`src/hw/rtl/cdnu_pkg.sv`:
```
`timescale 1ns / 1ps

package cdnu_pkg;

  localparam int VAL_W     = 48;
  localparam int ITER_W    = 9;
  localparam int WEIGHT_W  = 17;
  localparam int COST_W    = 32;
  localparam int CNT_W     = 4;
  localparam int CFG_IDX_W = 3;
  localparam int ACC_W     = 64;
  localparam int TERM_W    = 68;
  localparam int MUL_A_W   = 25;
  localparam int MUL_B_W   = 18;
  localparam int PROD_W    = MUL_A_W + MUL_B_W;
  localparam int LO_W      = 24;
  localparam int WFRAC_W   = 16;
  localparam int QSHIFT    = 15;
  localparam int QUO_W     = VAL_W + QSHIFT;
  localparam int REM_W     = COST_W + 1;
  localparam int DIV_STEPS = QUO_W;
  localparam int DIVC_W    = $clog2(DIV_STEPS);

  localparam int FRAC_BITS         = 16;
  localparam int DEF_MAX_NEIGHBORS = 8;
  localparam int BOOST_ROUND       = 50;
  localparam int BOOST_LEVEL       = 10;
  localparam int BOOST_GAIN        = 80;
  localparam int ITER_RESET        = 300;

  localparam logic [WEIGHT_W-1:0] W_ONE = WEIGHT_W'(1 << WFRAC_W);
  localparam logic signed [VAL_W-1:0] BOOST_THRESH =
    VAL_W'(64'(BOOST_LEVEL) << FRAC_BITS);
  localparam logic signed [ACC_W-1:0] VAL_MAX64 = ACC_W'((64'd1 << (VAL_W - 1)) - 64'd1);
  localparam logic signed [ACC_W-1:0] VAL_MIN64 = -VAL_MAX64 - ACC_W'(1);

  // Term order of the weighted products in an update.
  localparam logic [1:0] TERM_OWN_PRICE    = 2'd0;
  localparam logic [1:0] TERM_NBR_PRICE    = 2'd1;
  localparam logic [1:0] TERM_OWN_MISMATCH = 2'd2;
  localparam logic [1:0] TERM_NBR_MISMATCH = 2'd3;

  typedef enum logic [CFG_IDX_W-1:0] {
    CFG_LOCAL_WEIGHT    = 3'd0,
    CFG_NEIGHBOR_WEIGHT = 3'd1,
    CFG_UNIT_COST       = 3'd2,
    CFG_SCHED_POWER     = 3'd3,
    CFG_POWER_MAX       = 3'd4,
    CFG_POWER_MIN       = 3'd5,
    CFG_NEIGHBOR_COUNT  = 3'd6,
    CFG_MAX_ITER        = 3'd7
  } cfg_idx_t;

  typedef struct packed {
    logic [WEIGHT_W-1:0]     local_weight;
    logic [WEIGHT_W-1:0]     neighbor_weight;
    logic [COST_W-1:0]       unit_cost;
    logic signed [VAL_W-1:0] scheduled_power;
    logic signed [VAL_W-1:0] power_max;
    logic signed [VAL_W-1:0] power_min;
    logic [CNT_W-1:0]        neighbor_count;
    logic [ITER_W-1:0]       max_iterations;
  } cfg_t;

  typedef enum logic [3:0] {
    OP_NOP,
    OP_START,
    OP_ACC,
    OP_MUL_LO,
    OP_MUL_HI,
    OP_ADD_TERM,
    OP_ADD_GAIN,
    OP_SAT_PRICE,
    OP_DIV_STEP,
    OP_POWER,
    OP_MISMATCH,
    OP_FINAL,
    OP_EMIT
  } dp_op_t;

  typedef struct packed {
    dp_op_t     op;
    logic [1:0] term;
  } dp_cmd_t;

  typedef struct packed {
    logic round_ge_max;
  } dp_status_t;

  typedef enum logic [3:0] {
    ST_IDLE,
    ST_MUL_LO,
    ST_MUL_HI,
    ST_ADD,
    ST_GAIN,
    ST_SAT,
    ST_DIV,
    ST_POWER,
    ST_MISM,
    ST_FINAL,
    ST_EMIT
  } ctrl_state_t;

  function automatic logic signed [VAL_W-1:0] sat48(input logic signed [ACC_W-1:0] v);
    logic signed [VAL_W-1:0] r;
    if (v > VAL_MAX64) begin
      r = VAL_W'(VAL_MAX64);
    end else if (v < VAL_MIN64) begin
      r = VAL_W'(VAL_MIN64);
    end else begin
      r = VAL_W'(v);
    end
    return r;
  endfunction

endpackage

```
`src/hw/rtl/cdnu_if.sv`:
```
`timescale 1ns / 1ps

interface cdnu_in_if;
  logic                              valid;
  logic                              ready;
  logic                              mode;
  logic signed [cdnu_pkg::VAL_W-1:0] demand;
  logic signed [cdnu_pkg::VAL_W-1:0] renewable;
  logic signed [cdnu_pkg::VAL_W-1:0] neighbor_price;
  logic signed [cdnu_pkg::VAL_W-1:0] neighbor_mismatch_est;

  modport source(output valid, mode, demand, renewable, neighbor_price,
                 neighbor_mismatch_est, input ready);
  modport sink(input valid, mode, demand, renewable, neighbor_price,
               neighbor_mismatch_est, output ready);
endinterface

interface cdnu_out_if;
  logic                              valid;
  logic                              ready;
  logic [cdnu_pkg::ITER_W-1:0]       iteration;
  logic signed [cdnu_pkg::VAL_W-1:0] price;
  logic signed [cdnu_pkg::VAL_W-1:0] mismatch_est;
  logic signed [cdnu_pkg::VAL_W-1:0] power;
  logic                              done_res;

  modport source(output valid, iteration, price, mismatch_est, power, done_res,
                 input ready);
  modport sink(input valid, iteration, price, mismatch_est, power, done_res,
               output ready);
endinterface

```
`src/hw/rtl/cdnu_cfg_regs.sv`:
```
`timescale 1ns / 1ps

module cdnu_cfg_regs (
  input  logic                            clk,
  input  logic                            rst_n,
  input  logic                            cfg_we,
  input  logic [cdnu_pkg::CFG_IDX_W-1:0]  cfg_index,
  input  logic [cdnu_pkg::VAL_W-1:0]      cfg_data,
  output cdnu_pkg::cfg_t                  cfg
);

  cdnu_pkg::cfg_t raw_r;

  always_ff @(posedge clk) begin
    if (!rst_n) begin
      raw_r.local_weight    <= cdnu_pkg::W_ONE;
      raw_r.neighbor_weight <= '0;
      raw_r.unit_cost       <= cdnu_pkg::COST_W'(cdnu_pkg::W_ONE);
      raw_r.scheduled_power <= '0;
      raw_r.power_max       <= '0;
      raw_r.power_min       <= '0;
      raw_r.neighbor_count  <= cdnu_pkg::CNT_W'(1);
      raw_r.max_iterations  <= cdnu_pkg::ITER_W'(cdnu_pkg::ITER_RESET);
    end else if (cfg_we) begin
      unique case (cdnu_pkg::cfg_idx_t'(cfg_index))
        cdnu_pkg::CFG_LOCAL_WEIGHT:
          raw_r.local_weight <= cfg_data[cdnu_pkg::WEIGHT_W-1:0];
        cdnu_pkg::CFG_NEIGHBOR_WEIGHT:
          raw_r.neighbor_weight <= cfg_data[cdnu_pkg::WEIGHT_W-1:0];
        cdnu_pkg::CFG_UNIT_COST:
          raw_r.unit_cost <= cfg_data[cdnu_pkg::COST_W-1:0];
        cdnu_pkg::CFG_SCHED_POWER:    raw_r.scheduled_power <= cfg_data;
        cdnu_pkg::CFG_POWER_MAX:      raw_r.power_max <= cfg_data;
        cdnu_pkg::CFG_POWER_MIN:      raw_r.power_min <= cfg_data;
        cdnu_pkg::CFG_NEIGHBOR_COUNT:
          raw_r.neighbor_count <= cfg_data[cdnu_pkg::CNT_W-1:0];
        cdnu_pkg::CFG_MAX_ITER:
          raw_r.max_iterations <= cfg_data[cdnu_pkg::ITER_W-1:0];
        default: ;
      endcase
    end
  end

  // Weights above one saturate to one and a zero cost acts as the smallest cost.
  always_comb begin
    cfg = raw_r;
    if (raw_r.local_weight > cdnu_pkg::W_ONE) begin
      cfg.local_weight = cdnu_pkg::W_ONE;
    end
    if (raw_r.neighbor_weight > cdnu_pkg::W_ONE) begin
      cfg.neighbor_weight = cdnu_pkg::W_ONE;
    end
    if (raw_r.unit_cost == '0) begin
      cfg.unit_cost = cdnu_pkg::COST_W'(1);
    end
  end

endmodule

```
`src/hw/rtl/cdnu_ctrl.sv`:
```
`timescale 1ns / 1ps

module cdnu_ctrl #(
  parameter int MAX_NEIGHBORS = cdnu_pkg::DEF_MAX_NEIGHBORS
) (
  input  logic                        clk,
  input  logic                        rst_n,
  input  logic                        in_valid,
  input  logic                        in_mode,
  output logic                        in_ready,
  output logic                        out_valid,
  input  logic                        out_ready,
  input  logic [cdnu_pkg::CNT_W-1:0]  neighbor_count,
  input  cdnu_pkg::dp_status_t        status,
  output cdnu_pkg::dp_cmd_t           cmd
);

  localparam int NB_W = $clog2(MAX_NEIGHBORS + 1);

  cdnu_pkg::ctrl_state_t state_r, state_nxt;
  logic [NB_W-1:0]               seen_r, seen_nxt;
  logic                          active_r, active_nxt;
  logic [1:0]                    term_r, term_nxt;
  logic [cdnu_pkg::DIVC_W-1:0]   div_cnt_r, div_cnt_nxt;
  logic                          out_valid_r, out_valid_nxt;

  logic [NB_W-1:0] needed;
  logic            accept;
  logic            start_acc;
  logic            nbr_acc;
  logic            round_full;
  logic            emit_go;

  always_comb begin
    if (neighbor_count == '0) begin
      needed = NB_W'(1);
    end else if (int'(neighbor_count) > MAX_NEIGHBORS) begin
      needed = NB_W'(MAX_NEIGHBORS);
    end else begin
      needed = NB_W'(neighbor_count);
    end
  end

  assign in_ready   = (state_r == cdnu_pkg::ST_IDLE);
  assign accept     = in_valid && in_ready;
  assign start_acc  = accept && !in_mode;
  assign nbr_acc    = accept && in_mode && active_r && !status.round_ge_max;
  assign round_full = (seen_r + NB_W'(1)) >= needed;
  assign emit_go    = !out_valid_r || out_ready;
  assign out_valid  = out_valid_r;

  always_comb begin
    state_nxt = state_r;
    unique case (state_r)
      cdnu_pkg::ST_IDLE: begin
        if (start_acc) begin
          state_nxt = cdnu_pkg::ST_EMIT;
        end else if (nbr_acc && round_full) begin
          state_nxt = cdnu_pkg::ST_MUL_LO;
        end
      end
      cdnu_pkg::ST_MUL_LO: state_nxt = cdnu_pkg::ST_MUL_HI;
      cdnu_pkg::ST_MUL_HI: state_nxt = cdnu_pkg::ST_ADD;
      cdnu_pkg::ST_ADD: begin
        if (term_r == cdnu_pkg::TERM_NBR_PRICE) begin
          state_nxt = cdnu_pkg::ST_GAIN;
        end else if (term_r == cdnu_pkg::TERM_NBR_MISMATCH) begin
          state_nxt = cdnu_pkg::ST_FINAL;
        end else begin
          state_nxt = cdnu_pkg::ST_MUL_LO;
        end
      end
      cdnu_pkg::ST_GAIN: state_nxt = cdnu_pkg::ST_SAT;
      cdnu_pkg::ST_SAT:  state_nxt = cdnu_pkg::ST_DIV;
      cdnu_pkg::ST_DIV: begin
        if (div_cnt_r == cdnu_pkg::DIVC_W'(cdnu_pkg::DIV_STEPS - 1)) begin
          state_nxt = cdnu_pkg::ST_POWER;
        end
      end
      cdnu_pkg::ST_POWER: state_nxt = cdnu_pkg::ST_MISM;
      cdnu_pkg::ST_MISM:  state_nxt = cdnu_pkg::ST_MUL_LO;
      cdnu_pkg::ST_FINAL: state_nxt = cdnu_pkg::ST_EMIT;
      cdnu_pkg::ST_EMIT: begin
        if (emit_go) begin
          state_nxt = cdnu_pkg::ST_IDLE;
        end
      end
      default: state_nxt = cdnu_pkg::ST_IDLE;
    endcase
  end

  always_comb begin
    cmd.op = cdnu_pkg::OP_NOP;
    cmd.term = term_r;
    unique case (state_r)
      cdnu_pkg::ST_IDLE: begin
        if (start_acc) begin
          cmd.op = cdnu_pkg::OP_START;
        end else if (nbr_acc) begin
          cmd.op = cdnu_pkg::OP_ACC;
        end
      end
      cdnu_pkg::ST_MUL_LO: cmd.op = cdnu_pkg::OP_MUL_LO;
      cdnu_pkg::ST_MUL_HI: cmd.op = cdnu_pkg::OP_MUL_HI;
      cdnu_pkg::ST_ADD:    cmd.op = cdnu_pkg::OP_ADD_TERM;
      cdnu_pkg::ST_GAIN:   cmd.op = cdnu_pkg::OP_ADD_GAIN;
      cdnu_pkg::ST_SAT:    cmd.op = cdnu_pkg::OP_SAT_PRICE;
      cdnu_pkg::ST_DIV:    cmd.op = cdnu_pkg::OP_DIV_STEP;
      cdnu_pkg::ST_POWER:  cmd.op = cdnu_pkg::OP_POWER;
      cdnu_pkg::ST_MISM:   cmd.op = cdnu_pkg::OP_MISMATCH;
      cdnu_pkg::ST_FINAL:  cmd.op = cdnu_pkg::OP_FINAL;
      cdnu_pkg::ST_EMIT: begin
        if (emit_go) begin
          cmd.op = cdnu_pkg::OP_EMIT;
        end
      end
      default: cmd.op = cdnu_pkg::OP_NOP;
    endcase
  end

  always_comb begin
    seen_nxt      = seen_r;
    active_nxt    = active_r;
    term_nxt      = term_r;
    div_cnt_nxt   = div_cnt_r;
    out_valid_nxt = out_valid_r && !out_ready;
    if (start_acc) begin
      seen_nxt   = '0;
      active_nxt = 1'b1;
    end else if (nbr_acc) begin
      seen_nxt = seen_r + NB_W'(1);
    end
    if (state_r == cdnu_pkg::ST_IDLE) begin
      term_nxt = cdnu_pkg::TERM_OWN_PRICE;
    end else if (state_r == cdnu_pkg::ST_ADD) begin
      term_nxt = term_r + 2'd1;
    end else if (state_r == cdnu_pkg::ST_MISM) begin
      term_nxt = cdnu_pkg::TERM_OWN_MISMATCH;
    end
    if (state_r == cdnu_pkg::ST_SAT) begin
      div_cnt_nxt = '0;
    end else if (state_r == cdnu_pkg::ST_DIV) begin
      div_cnt_nxt = div_cnt_r + cdnu_pkg::DIVC_W'(1);
    end
    if (state_r == cdnu_pkg::ST_FINAL) begin
      seen_nxt = '0;
    end
    if (state_r == cdnu_pkg::ST_EMIT && emit_go) begin
      out_valid_nxt = 1'b1;
    end
  end

  always_ff @(posedge clk) begin
    if (!rst_n) begin
      state_r     <= cdnu_pkg::ST_IDLE;
      seen_r      <= '0;
      active_r    <= 1'b0;
      term_r      <= cdnu_pkg::TERM_OWN_PRICE;
      div_cnt_r   <= '0;
      out_valid_r <= 1'b0;
    end else begin
      state_r     <= state_nxt;
      seen_r      <= seen_nxt;
      active_r    <= active_nxt;
      term_r      <= term_nxt;
      div_cnt_r   <= div_cnt_nxt;
      out_valid_r <= out_valid_nxt;
    end
  end

endmodule

```
`src/hw/rtl/cdnu_datapath.sv`:
```
`timescale 1ns / 1ps

module cdnu_datapath (
  input  logic                               clk,
  input  logic                               rst_n,
  input  cdnu_pkg::dp_cmd_t                  cmd,
  input  cdnu_pkg::cfg_t                     cfg,
  input  logic signed [cdnu_pkg::VAL_W-1:0]  in_demand,
  input  logic signed [cdnu_pkg::VAL_W-1:0]  in_renewable,
  input  logic signed [cdnu_pkg::VAL_W-1:0]  in_neighbor_price,
  input  logic signed [cdnu_pkg::VAL_W-1:0]  in_neighbor_mismatch_est,
  output cdnu_pkg::dp_status_t               status,
  output logic [cdnu_pkg::ITER_W-1:0]        out_iteration,
  output logic signed [cdnu_pkg::VAL_W-1:0]  out_price,
  output logic signed [cdnu_pkg::VAL_W-1:0]  out_mismatch_est,
  output logic signed [cdnu_pkg::VAL_W-1:0]  out_power,
  output logic                               out_done_res
);

  localparam int VW = cdnu_pkg::VAL_W;
  localparam int AW = cdnu_pkg::ACC_W;
  localparam int TW = cdnu_pkg::TERM_W;

  logic signed [VW-1:0] price_r, mism_r, est_r, power_r;
  logic signed [VW-1:0] snp_r, snm_r, demand_r, renew_r;
  logic signed [VW-1:0] np_r, pw_r, nm_r;
  logic [cdnu_pkg::ITER_W-1:0] round_r;
  logic                        boost_r;
  logic signed [AW-1:0]        acc_r;
  logic signed [cdnu_pkg::PROD_W-1:0] lo_r, hi_r;
  logic                        neg_r;
  logic [cdnu_pkg::REM_W-1:0]  rem_r;
  logic [cdnu_pkg::QUO_W-1:0]  dq_r;

  logic [cdnu_pkg::ITER_W-1:0] oit_r;
  logic signed [VW-1:0]        opr_r, oest_r, opw_r;
  logic                        odone_r;

  logic signed [VW-1:0]                mul_v;
  logic [cdnu_pkg::WEIGHT_W-1:0]       mul_w;
  logic signed [cdnu_pkg::MUL_A_W-1:0] mul_a;
  logic signed [cdnu_pkg::MUL_B_W-1:0] mul_b;
  logic signed [cdnu_pkg::PROD_W-1:0]  prod;
  logic signed [TW-1:0]                term_sum;
  logic signed [AW-1:0]                gain_term;
  logic signed [VW-1:0]                np_sat;
  logic [VW-1:0]                       np_mag;
  logic [cdnu_pkg::REM_W-1:0]          div_t;
  logic                                div_bit;
  logic signed [AW-1:0]                quot;
  logic signed [VW-1:0]                pw_sat;
  logic signed [VW-1:0]                pw_clamped;
  logic signed [VW-1:0]                ne;

  always_comb begin
    case (cmd.term)
      cdnu_pkg::TERM_OWN_PRICE:    mul_v = price_r;
      cdnu_pkg::TERM_NBR_PRICE:    mul_v = snp_r;
      cdnu_pkg::TERM_OWN_MISMATCH: mul_v = est_r;
      default:                     mul_v = snm_r;
    endcase
    mul_w = cmd.term[0] ? cfg.neighbor_weight : cfg.local_weight;
  end

  // A 48-bit value times a weight is built from a low and a high partial product.
  assign mul_a = (cmd.op == cdnu_pkg::OP_MUL_HI) ?
                 {mul_v[VW-1], mul_v[VW-1:cdnu_pkg::LO_W]} :
                 {1'b0, mul_v[cdnu_pkg::LO_W-1:0]};
  assign mul_b = {1'b0, mul_w};
  assign prod  = mul_a * mul_b;

  assign term_sum = (TW'(hi_r) <<< cdnu_pkg::LO_W) + TW'(lo_r)
                  + TW'(1 << (cdnu_pkg::WFRAC_W - 1));

  assign gain_term = boost_r ? AW'(est_r) * AW'(cdnu_pkg::BOOST_GAIN) : AW'(est_r);

  assign np_sat = cdnu_pkg::sat48(acc_r);
  assign np_mag = np_sat[VW-1] ? VW'(-np_sat) : VW'(np_sat);

  // One restoring division step: quotient bits shift in as dividend bits shift out.
  assign div_t   = {rem_r[cdnu_pkg::REM_W-2:0], dq_r[cdnu_pkg::QUO_W-1]};
  assign div_bit = div_t >= cdnu_pkg::REM_W'(cfg.unit_cost);

  assign quot   = neg_r ? -AW'(dq_r) : AW'(dq_r);
  assign pw_sat = cdnu_pkg::sat48(AW'(cfg.scheduled_power) + quot);

  always_comb begin
    if (pw_sat > cfg.power_max) begin
      pw_clamped = cfg.power_max;
    end else if (pw_sat < cfg.power_min) begin
      pw_clamped = cfg.power_min;
    end else begin
      pw_clamped = pw_sat;
    end
  end

  assign ne = cdnu_pkg::sat48(acc_r - AW'(mism_r) + AW'(nm_r));

  always_ff @(posedge clk) begin
    case (cmd.op)
      cdnu_pkg::OP_START: begin
        demand_r <= in_demand;
        renew_r  <= in_renewable;
        mism_r   <= cdnu_pkg::sat48(AW'(in_demand) - AW'(in_renewable));
        est_r    <= cdnu_pkg::sat48(AW'(in_demand) - AW'(in_renewable));
        price_r  <= '0;
        power_r  <= '0;
        snp_r    <= '0;
        snm_r    <= '0;
        acc_r    <= '0;
      end
      cdnu_pkg::OP_ACC: begin
        snp_r <= cdnu_pkg::sat48(AW'(snp_r) + AW'(in_neighbor_price));
        snm_r <= cdnu_pkg::sat48(AW'(snm_r) + AW'(in_neighbor_mismatch_est));
      end
      cdnu_pkg::OP_MUL_LO:   lo_r <= prod;
      cdnu_pkg::OP_MUL_HI:   hi_r <= prod;
      cdnu_pkg::OP_ADD_TERM: acc_r <= acc_r + AW'(term_sum >>> cdnu_pkg::WFRAC_W);
      cdnu_pkg::OP_ADD_GAIN: acc_r <= acc_r + gain_term;
      cdnu_pkg::OP_SAT_PRICE: begin
        np_r  <= np_sat;
        neg_r <= np_sat[VW-1];
        dq_r  <= {np_mag, cdnu_pkg::QSHIFT'(0)};
        rem_r <= '0;
        acc_r <= '0;
      end
      cdnu_pkg::OP_DIV_STEP: begin
        rem_r <= div_bit ? div_t - cdnu_pkg::REM_W'(cfg.unit_cost) : div_t;
        dq_r  <= {dq_r[cdnu_pkg::QUO_W-2:0], div_bit};
      end
      cdnu_pkg::OP_POWER: pw_r <= pw_clamped;
      cdnu_pkg::OP_MISMATCH:
        nm_r <= cdnu_pkg::sat48(AW'(demand_r) - AW'(pw_r) - AW'(renew_r));
      cdnu_pkg::OP_FINAL: begin
        price_r <= np_r;
        power_r <= pw_r;
        mism_r  <= nm_r;
        est_r   <= ne;
        snp_r   <= '0;
        snm_r   <= '0;
        acc_r   <= '0;
      end
      cdnu_pkg::OP_EMIT: begin
        oit_r   <= round_r;
        opr_r   <= price_r;
        oest_r  <= est_r;
        opw_r   <= power_r;
        odone_r <= round_r >= cfg.max_iterations;
      end
      default: ;
    endcase
  end

  always_ff @(posedge clk) begin
    if (!rst_n) begin
      round_r <= cdnu_pkg::ITER_W'(1);
      boost_r <= 1'b0;
    end else if (cmd.op == cdnu_pkg::OP_START) begin
      round_r <= cdnu_pkg::ITER_W'(1);
    end else if (cmd.op == cdnu_pkg::OP_FINAL) begin
      round_r <= round_r + cdnu_pkg::ITER_W'(1);
      // Once boosted, the gain stays high until reset.
      if (round_r >= cdnu_pkg::ITER_W'(cdnu_pkg::BOOST_ROUND) &&
          (ne >= cdnu_pkg::BOOST_THRESH || ne <= -cdnu_pkg::BOOST_THRESH)) begin
        boost_r <= 1'b1;
      end
    end
  end

  assign status.round_ge_max = round_r >= cfg.max_iterations;
  assign out_iteration       = oit_r;
  assign out_price           = opr_r;
  assign out_mismatch_est    = oest_r;
  assign out_power           = opw_r;
  assign out_done_res        = odone_r;

endmodule

```
`src/hw/rtl/consensus_dispatch_node_update_core.sv`:
```
`timescale 1ns / 1ps

// Consensus economic dispatch node. The in_ch channel carries start transactions
// (mode 0, local demand and renewable power) and neighbor transactions (mode 1,
// a neighbor's price and mismatch estimate). The out_ch channel carries the
// node's message: iteration, price, mismatch estimate, power and a done flag.
// Configuration registers are written through cfg_we, cfg_index and cfg_data,
// which the user must do only while the node is idle; the block does not check.
// A start transaction's message is registered as the node leaves its emit state,
// and the next transaction can be taken as that message becomes valid. Neighbor
// transactions are taken one per cycle until the configured count is reached;
// the last one starts an update, in which a 63-step bit-serial divider forms
// price over twice the cost. Weighted products use one 25x18 multiplier in two
// partial products each. No input is taken during an update.
// The result sits in an output register; while out_ch is stalled, the node
// still accepts transactions and only waits when the next message is ready.
// Reset is synchronous: configuration returns to its defaults, the round
// counter to 1, the gain to one and the node waits for a start transaction.
module consensus_dispatch_node_update_core #(
  parameter int MAX_NEIGHBORS = cdnu_pkg::DEF_MAX_NEIGHBORS
) (
  input  logic                            clk,
  input  logic                            rst_n,
  cdnu_in_if.sink                         in_ch,
  cdnu_out_if.source                      out_ch,
  input  logic                            cfg_we,
  input  logic [cdnu_pkg::CFG_IDX_W-1:0]  cfg_index,
  input  logic [cdnu_pkg::VAL_W-1:0]      cfg_data
);

  cdnu_pkg::cfg_t       cfg;
  cdnu_pkg::dp_cmd_t    cmd;
  cdnu_pkg::dp_status_t status;

  cdnu_cfg_regs u_cfg (
    .clk       (clk),
    .rst_n     (rst_n),
    .cfg_we    (cfg_we),
    .cfg_index (cfg_index),
    .cfg_data  (cfg_data),
    .cfg       (cfg)
  );

  cdnu_ctrl #(
    .MAX_NEIGHBORS (MAX_NEIGHBORS)
  ) u_ctrl (
    .clk            (clk),
    .rst_n          (rst_n),
    .in_valid       (in_ch.valid),
    .in_mode        (in_ch.mode),
    .in_ready       (in_ch.ready),
    .out_valid      (out_ch.valid),
    .out_ready      (out_ch.ready),
    .neighbor_count (cfg.neighbor_count),
    .status         (status),
    .cmd            (cmd)
  );

  cdnu_datapath u_dp (
    .clk                      (clk),
    .rst_n                    (rst_n),
    .cmd                      (cmd),
    .cfg                      (cfg),
    .in_demand                (in_ch.demand),
    .in_renewable             (in_ch.renewable),
    .in_neighbor_price        (in_ch.neighbor_price),
    .in_neighbor_mismatch_est (in_ch.neighbor_mismatch_est),
    .status                   (status),
    .out_iteration            (out_ch.iteration),
    .out_price                (out_ch.price),
    .out_mismatch_est         (out_ch.mismatch_est),
    .out_power                (out_ch.power),
    .out_done_res             (out_ch.done_res)
  );

endmodule
```
`src/flat_wrapper.sv`:
```
// flat-port wrapper written by rule: the top's interface ports become plain ports
module consensus_dispatch_node_update_core_flat 
#(
  parameter int MAX_NEIGHBORS = cdnu_pkg::DEF_MAX_NEIGHBORS
)
  (clk, rst_n, cfg_we, cfg_index, cfg_data, in_ch_valid, in_ch_mode, in_ch_demand, in_ch_renewable, in_ch_neighbor_price, in_ch_neighbor_mismatch_est, in_ch_ready, out_ch_valid, out_ch_iteration, out_ch_price, out_ch_mismatch_est, out_ch_power, out_ch_done_res, out_ch_ready);
  cdnu_in_if in_ch_i ();
  cdnu_out_if out_ch_i ();
  input  logic clk;
  input  logic rst_n;
  input  logic cfg_we;
  input  logic [cdnu_pkg::CFG_IDX_W-1:0] cfg_index;
  input  logic [cdnu_pkg::VAL_W-1:0] cfg_data;
  input wire logic [$bits(in_ch_i.valid)-1:0] in_ch_valid;
  input wire logic [$bits(in_ch_i.mode)-1:0] in_ch_mode;
  input wire logic [$bits(in_ch_i.demand)-1:0] in_ch_demand;
  input wire logic [$bits(in_ch_i.renewable)-1:0] in_ch_renewable;
  input wire logic [$bits(in_ch_i.neighbor_price)-1:0] in_ch_neighbor_price;
  input wire logic [$bits(in_ch_i.neighbor_mismatch_est)-1:0] in_ch_neighbor_mismatch_est;
  output wire logic [$bits(in_ch_i.ready)-1:0] in_ch_ready;
  output wire logic [$bits(out_ch_i.valid)-1:0] out_ch_valid;
  output wire logic [$bits(out_ch_i.iteration)-1:0] out_ch_iteration;
  output wire logic [$bits(out_ch_i.price)-1:0] out_ch_price;
  output wire logic [$bits(out_ch_i.mismatch_est)-1:0] out_ch_mismatch_est;
  output wire logic [$bits(out_ch_i.power)-1:0] out_ch_power;
  output wire logic [$bits(out_ch_i.done_res)-1:0] out_ch_done_res;
  input wire logic [$bits(out_ch_i.ready)-1:0] out_ch_ready;
  assign in_ch_i.valid = in_ch_valid;
  assign in_ch_i.mode = in_ch_mode;
  assign in_ch_i.demand = in_ch_demand;
  assign in_ch_i.renewable = in_ch_renewable;
  assign in_ch_i.neighbor_price = in_ch_neighbor_price;
  assign in_ch_i.neighbor_mismatch_est = in_ch_neighbor_mismatch_est;
  assign in_ch_ready = in_ch_i.ready;
  assign out_ch_valid = out_ch_i.valid;
  assign out_ch_iteration = out_ch_i.iteration;
  assign out_ch_price = out_ch_i.price;
  assign out_ch_mismatch_est = out_ch_i.mismatch_est;
  assign out_ch_power = out_ch_i.power;
  assign out_ch_done_res = out_ch_i.done_res;
  assign out_ch_i.ready = out_ch_ready;
  consensus_dispatch_node_update_core #(.MAX_NEIGHBORS(MAX_NEIGHBORS)) u_core (.clk(clk), .rst_n(rst_n), .in_ch(in_ch_i), .out_ch(out_ch_i), .cfg_we(cfg_we), .cfg_index(cfg_index), .cfg_data(cfg_data));
endmodule
```
`config.mk`:
```
export PLATFORM = sky130hd
export DESIGN_NAME = consensus_dispatch_node_update_core_flat
export DESIGN_NICKNAME = d
export VERILOG_FILES = /design/src/hw/rtl/cdnu_pkg.sv /design/src/hw/rtl/cdnu_if.sv /design/src/hw/rtl/cdnu_cfg_regs.sv /design/src/hw/rtl/cdnu_ctrl.sv /design/src/hw/rtl/cdnu_datapath.sv /design/src/hw/rtl/consensus_dispatch_node_update_core.sv /design/src/flat_wrapper.sv
export SDC_FILE = /design/constraint.sdc
export NUM_CORES = 2
export LEC_CHECK = 0
export BUFFER_PORTS_ARGS = -buffer_cell sky130_fd_sc_hd__buf_2
export CAP_MARGIN = 20
export CORE_MARGIN = 2
export CORE_UTILIZATION = 42
export DETAILED_ROUTE_END_ITERATION = 8
export PLACE_DENSITY = 0.6
export SYNTH_ARGS = -nofsm -noshare
export SYNTH_HDL_FRONTEND = slang
export SYNTH_HIERARCHICAL = 1
export SYNTH_SLANG_ARGS = --single-unit
```
`constraint.sdc`:
```
create_clock -name clk -period 12.95 [get_ports clk]
set_clock_uncertainty 0.15 [all_clocks]
set_input_delay 0.6475 -clock clk [delete_from_list [all_inputs] [get_ports clk]]
set_output_delay 0.6475 -clock clk [all_outputs]
set_load 0.01 [all_outputs]
```
==> impl_metrics.toml <==
[setup_path]
cp-end-kind = "flip-flop"
crit_type = "reg -> reg"
cp_slowest_cell = "xnor2_1"
reg2reg_depth = 43
reg2reg_slack_ns = 0.95
r2r-start = "u_core/u_dp/dq_r[3]"
startpoint_type = "flip-flop"
cp_max_fo = 26
r2r_end = "u_core/u_dp/pw_r[0]"
crit_arrival_ns = 12.42
cp_data_required_time_ns = 13.37
path_common_cell = "a21o_1"
slowest_delay_ns = 0.62

[sta]
hold_violations = 0
period_share = 0.9269
period_minus_slack_ns = 12.00
setup_violations = 0
fmax_ghz = 0.08331
relSlewSlack = 0.2504
worst_pin_slew_ns = 1.093
worst_slack_ns = 0.9467
rsz0062_at_grt = "no"
drv_slew = 0
fin_tns_setup_ns = 0

[routing]
antenna_left = 0
wl_per_cell_um = 24.75
dr_total_vias = 79494
dr.first_iter.drc_count = 7673
firstDrtPassIters = 6
post-route-drc-count = 0
viasPerCell = 5.755
routed_wl_mm = 341.8

[global_route]
grt_usage = 0.2827
first_global_vias = 76993
grt_max_degree = 109
grt.overflow.total = 0
grt_pass1_wl_mm = 502.5
antenna_found_initial = 19

[yosys]
synth-seq-cells = 1163
synth_top_family_by_area = "adder cells"
synth.distinct_cells = 98
synth-edff-count = 912
netlist_instances = 10426
synth-compound-area-share = 0.1662
avgSynthCellArea_um2 = 9.404
async_reset_ff_frac = 0
synth_xor_area_frac = 0.05092
synthSimpleGateAreaFrac = 0.1366
yosysSeqAreaShare = 0.3306
synth_warnings = 6
ys.flop_type = "edfxtp_1"
synthesis.area_mm2 = 0.09804
synth_top_area_frac = 0.2793
synth.most_common_cell = "inv_1"
synth_mux_area_frac = 0.03249
synth_area_leaders = "edfxtp_1, fa_1, ha_1"
synth_adder_area_share = 0.2083
synth_common_cells = "inv_1, nand2_1, edfxtp_1"
syn_nets = 11987
synth_top_cell_by_area = "edfxtp_1"

[hold_path]
hold_path_end = "u_core/u_ctrl/out_valid"
min-delay-start = "out_ch_ready"
min_path_cells = 4
min_path_type = "in -> reg"

[floorplan]
die_h_um = 487.2
rows = 177
core_area_mm2 = 0.2323
initial_utilization = 0.4220
dieArea_mm2 = 0.2373
ios = 405
die_x_um = 487.2

[layout]
drive_gt1_frac = 0.09153
regArea_mm2 = 0.03242
finalCoreUtilization = 0.4660
syn_to_final_growth_pct = 10.42
final_nets = 12208
fillCellCount = 21996
multi_input_comb_area_mm2 = 0.05850

[clock_tree]
clock_latency_ns = 0.82
cts_num_sinks = 1163
clk_pin_slew_ns = 0.06
postCtsSetupRepairBufs = 0
max-clock-path-buffers = 3
root_buffer = "clkbuf_16"
cts_tree = "built"
cts_made_buffers = 143
htreeDepth = 4

[placement]
place_hpwl_mm = 269.9
gp_congestion = 0.9845
pre_cts_ws_ns = 1.156
port_buffers = 404

[status]
outcome = "complete, no violations"

[power_and_ir_drop]
power_leakage_nw = 45.29
total_power_w = 0.02626
power_density_mw_per_mm2 = 242.6
vdd_drop_max_v = 0.0001728

[run]
max-cap-violations = 0
[cells by family (layout without fill, tap and decap cells)]
family / after synthesis / in the layout
and+or+nand+nor: 2854 / 2854
buffers and inverters: 1761 / 2097
DFF: 1163 / 1163
adders and majority gates: 1312 / 1312
xor gates and xnor gates: 570 / 570
AOI/OAI and AO/OA: 2510 / 2510
other: 0 / 7
muxes: 256 / 256
[metrics by stage]
stage / instance area (um^2) / instances / hold WS (ns)
detailed placement: 102200 / 13413 / 0.2545
global route: 108200 / 13807 / 0.05835
floorplan: 98040 / 10426 / 0.2503
finish: 108300 / 13812 / 0.06045
CTS: 108200 / 13800 / 0.0009375
global placement: 102200 / 13413 / 0.2549
[sequential cells by signal (all words and copies together), names as in the netlist, 48 cells and up]
name,cells
u_core/u_cfg/cfg,157
u_core/u_dp/out_power,48
u_core/u_dp/est_r,48
u_core/u_dp/nm_r,48
u_core/u_dp/renew_r,48
u_core/u_dp/np_r,48
u_core/u_dp/dq_r,63
u_core/u_dp/out_price,48
u_core/u_dp/price_r,48
u_core/u_dp/demand_r,48
u_core/u_cfg/raw_r,66
u_core/u_dp/acc_r,64
u_core/u_dp/snp_r,48
u_core/u_dp/out_mismatch_est,48
u_core/u_dp/pw_r,48
u_core/u_dp/power_r,48
u_core/u_dp/mism_r,48
u_core/u_dp/snm_r,48
[where the power goes]
part / total [W] / switching, W / internal (W)
Clock: 0.00408 / 0.00178 / 0.00230
Sequential: 0.00632 / 0.000771 / 0.00555
Combinational: 0.0159 / 0.0101 / 0.00572
[cell usage in the layout, fill, tap and decap left out, types with 83 or more instances in the layout]
cell and instances:
nand2_1 1112, dlygate4sd3_1 127, a21boi_1 83, a21boi_0 159, buf_2 403, xor2_1 207, a21o_1 326, xnor2_1 363
clkbuf_16 151, o21ai_0 567, nand2b_1 95, o21bai_1 83, buf_4 121, nor2_1 647, ha_1 778, fa_1 534
a21oi_1 645, nand3_1 168, dfxtp_1 248, mux2i_1 165, edfxtp_1 912, and2_1 116, inv_1 1174, nor2b_1 162
nand4_1 108, nor3_1 103, a221o_1 89
[worst max-delay path, delay by kind of cell, from the launching register on]
kind            cells  cell delay (ns)
buf+inv             2             0.63
compound gates     24             5.35
simple gates       11             3.31
fa+ha+maj           2             0.73
flops               1             0.46
xor+xnor            2             0.75
mux                 2             0.37
[how the worst max path moves through the flow]
stage	start	endpoint	slack [ns]	depth (start not counted)
global placement	u_core/u_dp/round_r[0]	u_core/u_dp/hi_r[42]	1.35	46
floorplan	u_core/u_dp/round_r[0]	u_core/u_dp/hi_r[42]	0.62	48
CTS	u_core/u_dp/round_r[0]	u_core/u_dp/hi_r[42]	1.09	46
detailed placement	u_core/u_dp/dq_r[3]	u_core/u_dp/pw_r[0]	1.16	43
finish	u_core/u_dp/dq_r[3]	u_core/u_dp/pw_r[0]	0.95	43
global route	u_core/u_dp/dq_r[3]	u_core/u_dp/pw_r[22]	0.06	44
[layout make-up]
| type | instances | share of cell area |
|---|---|---|
| Clock inverter | 81 | 0.007305 |
| Sequential cell | 1163 | 0.2995 |
| Multi-Input combinational cell | 7502 | 0.5404 |
| Timing Repair Buffer | 659 | 0.04015 |
| Tap cell | 3043 | 0.03517 |
| Clock buffer | 179 | 0.03643 |
| Antenna cell | 7 | 0.0001618 |
| Inverter | 1178 | 0.04094 |
[routing by layer]
metal,vias up,track usage,part of all wire
li1,36647,-,-
met1,39081,0.4095,0.45
met2,3248,0.4214,0.43
met3,512,0.03888,0.076
met4,6,0.1194,0.047
met5,-,0,0.00012
[timing repair]
action / 4_1_cts / 5_1_grt
endpoints found under the setup margin: 0 / 1
hold buffers: 127 / 0
resized for setup: 0 / 1
hold endpoints to repair: 176 / 0
No activity file was read; power rests on OpenSTA's default activity.
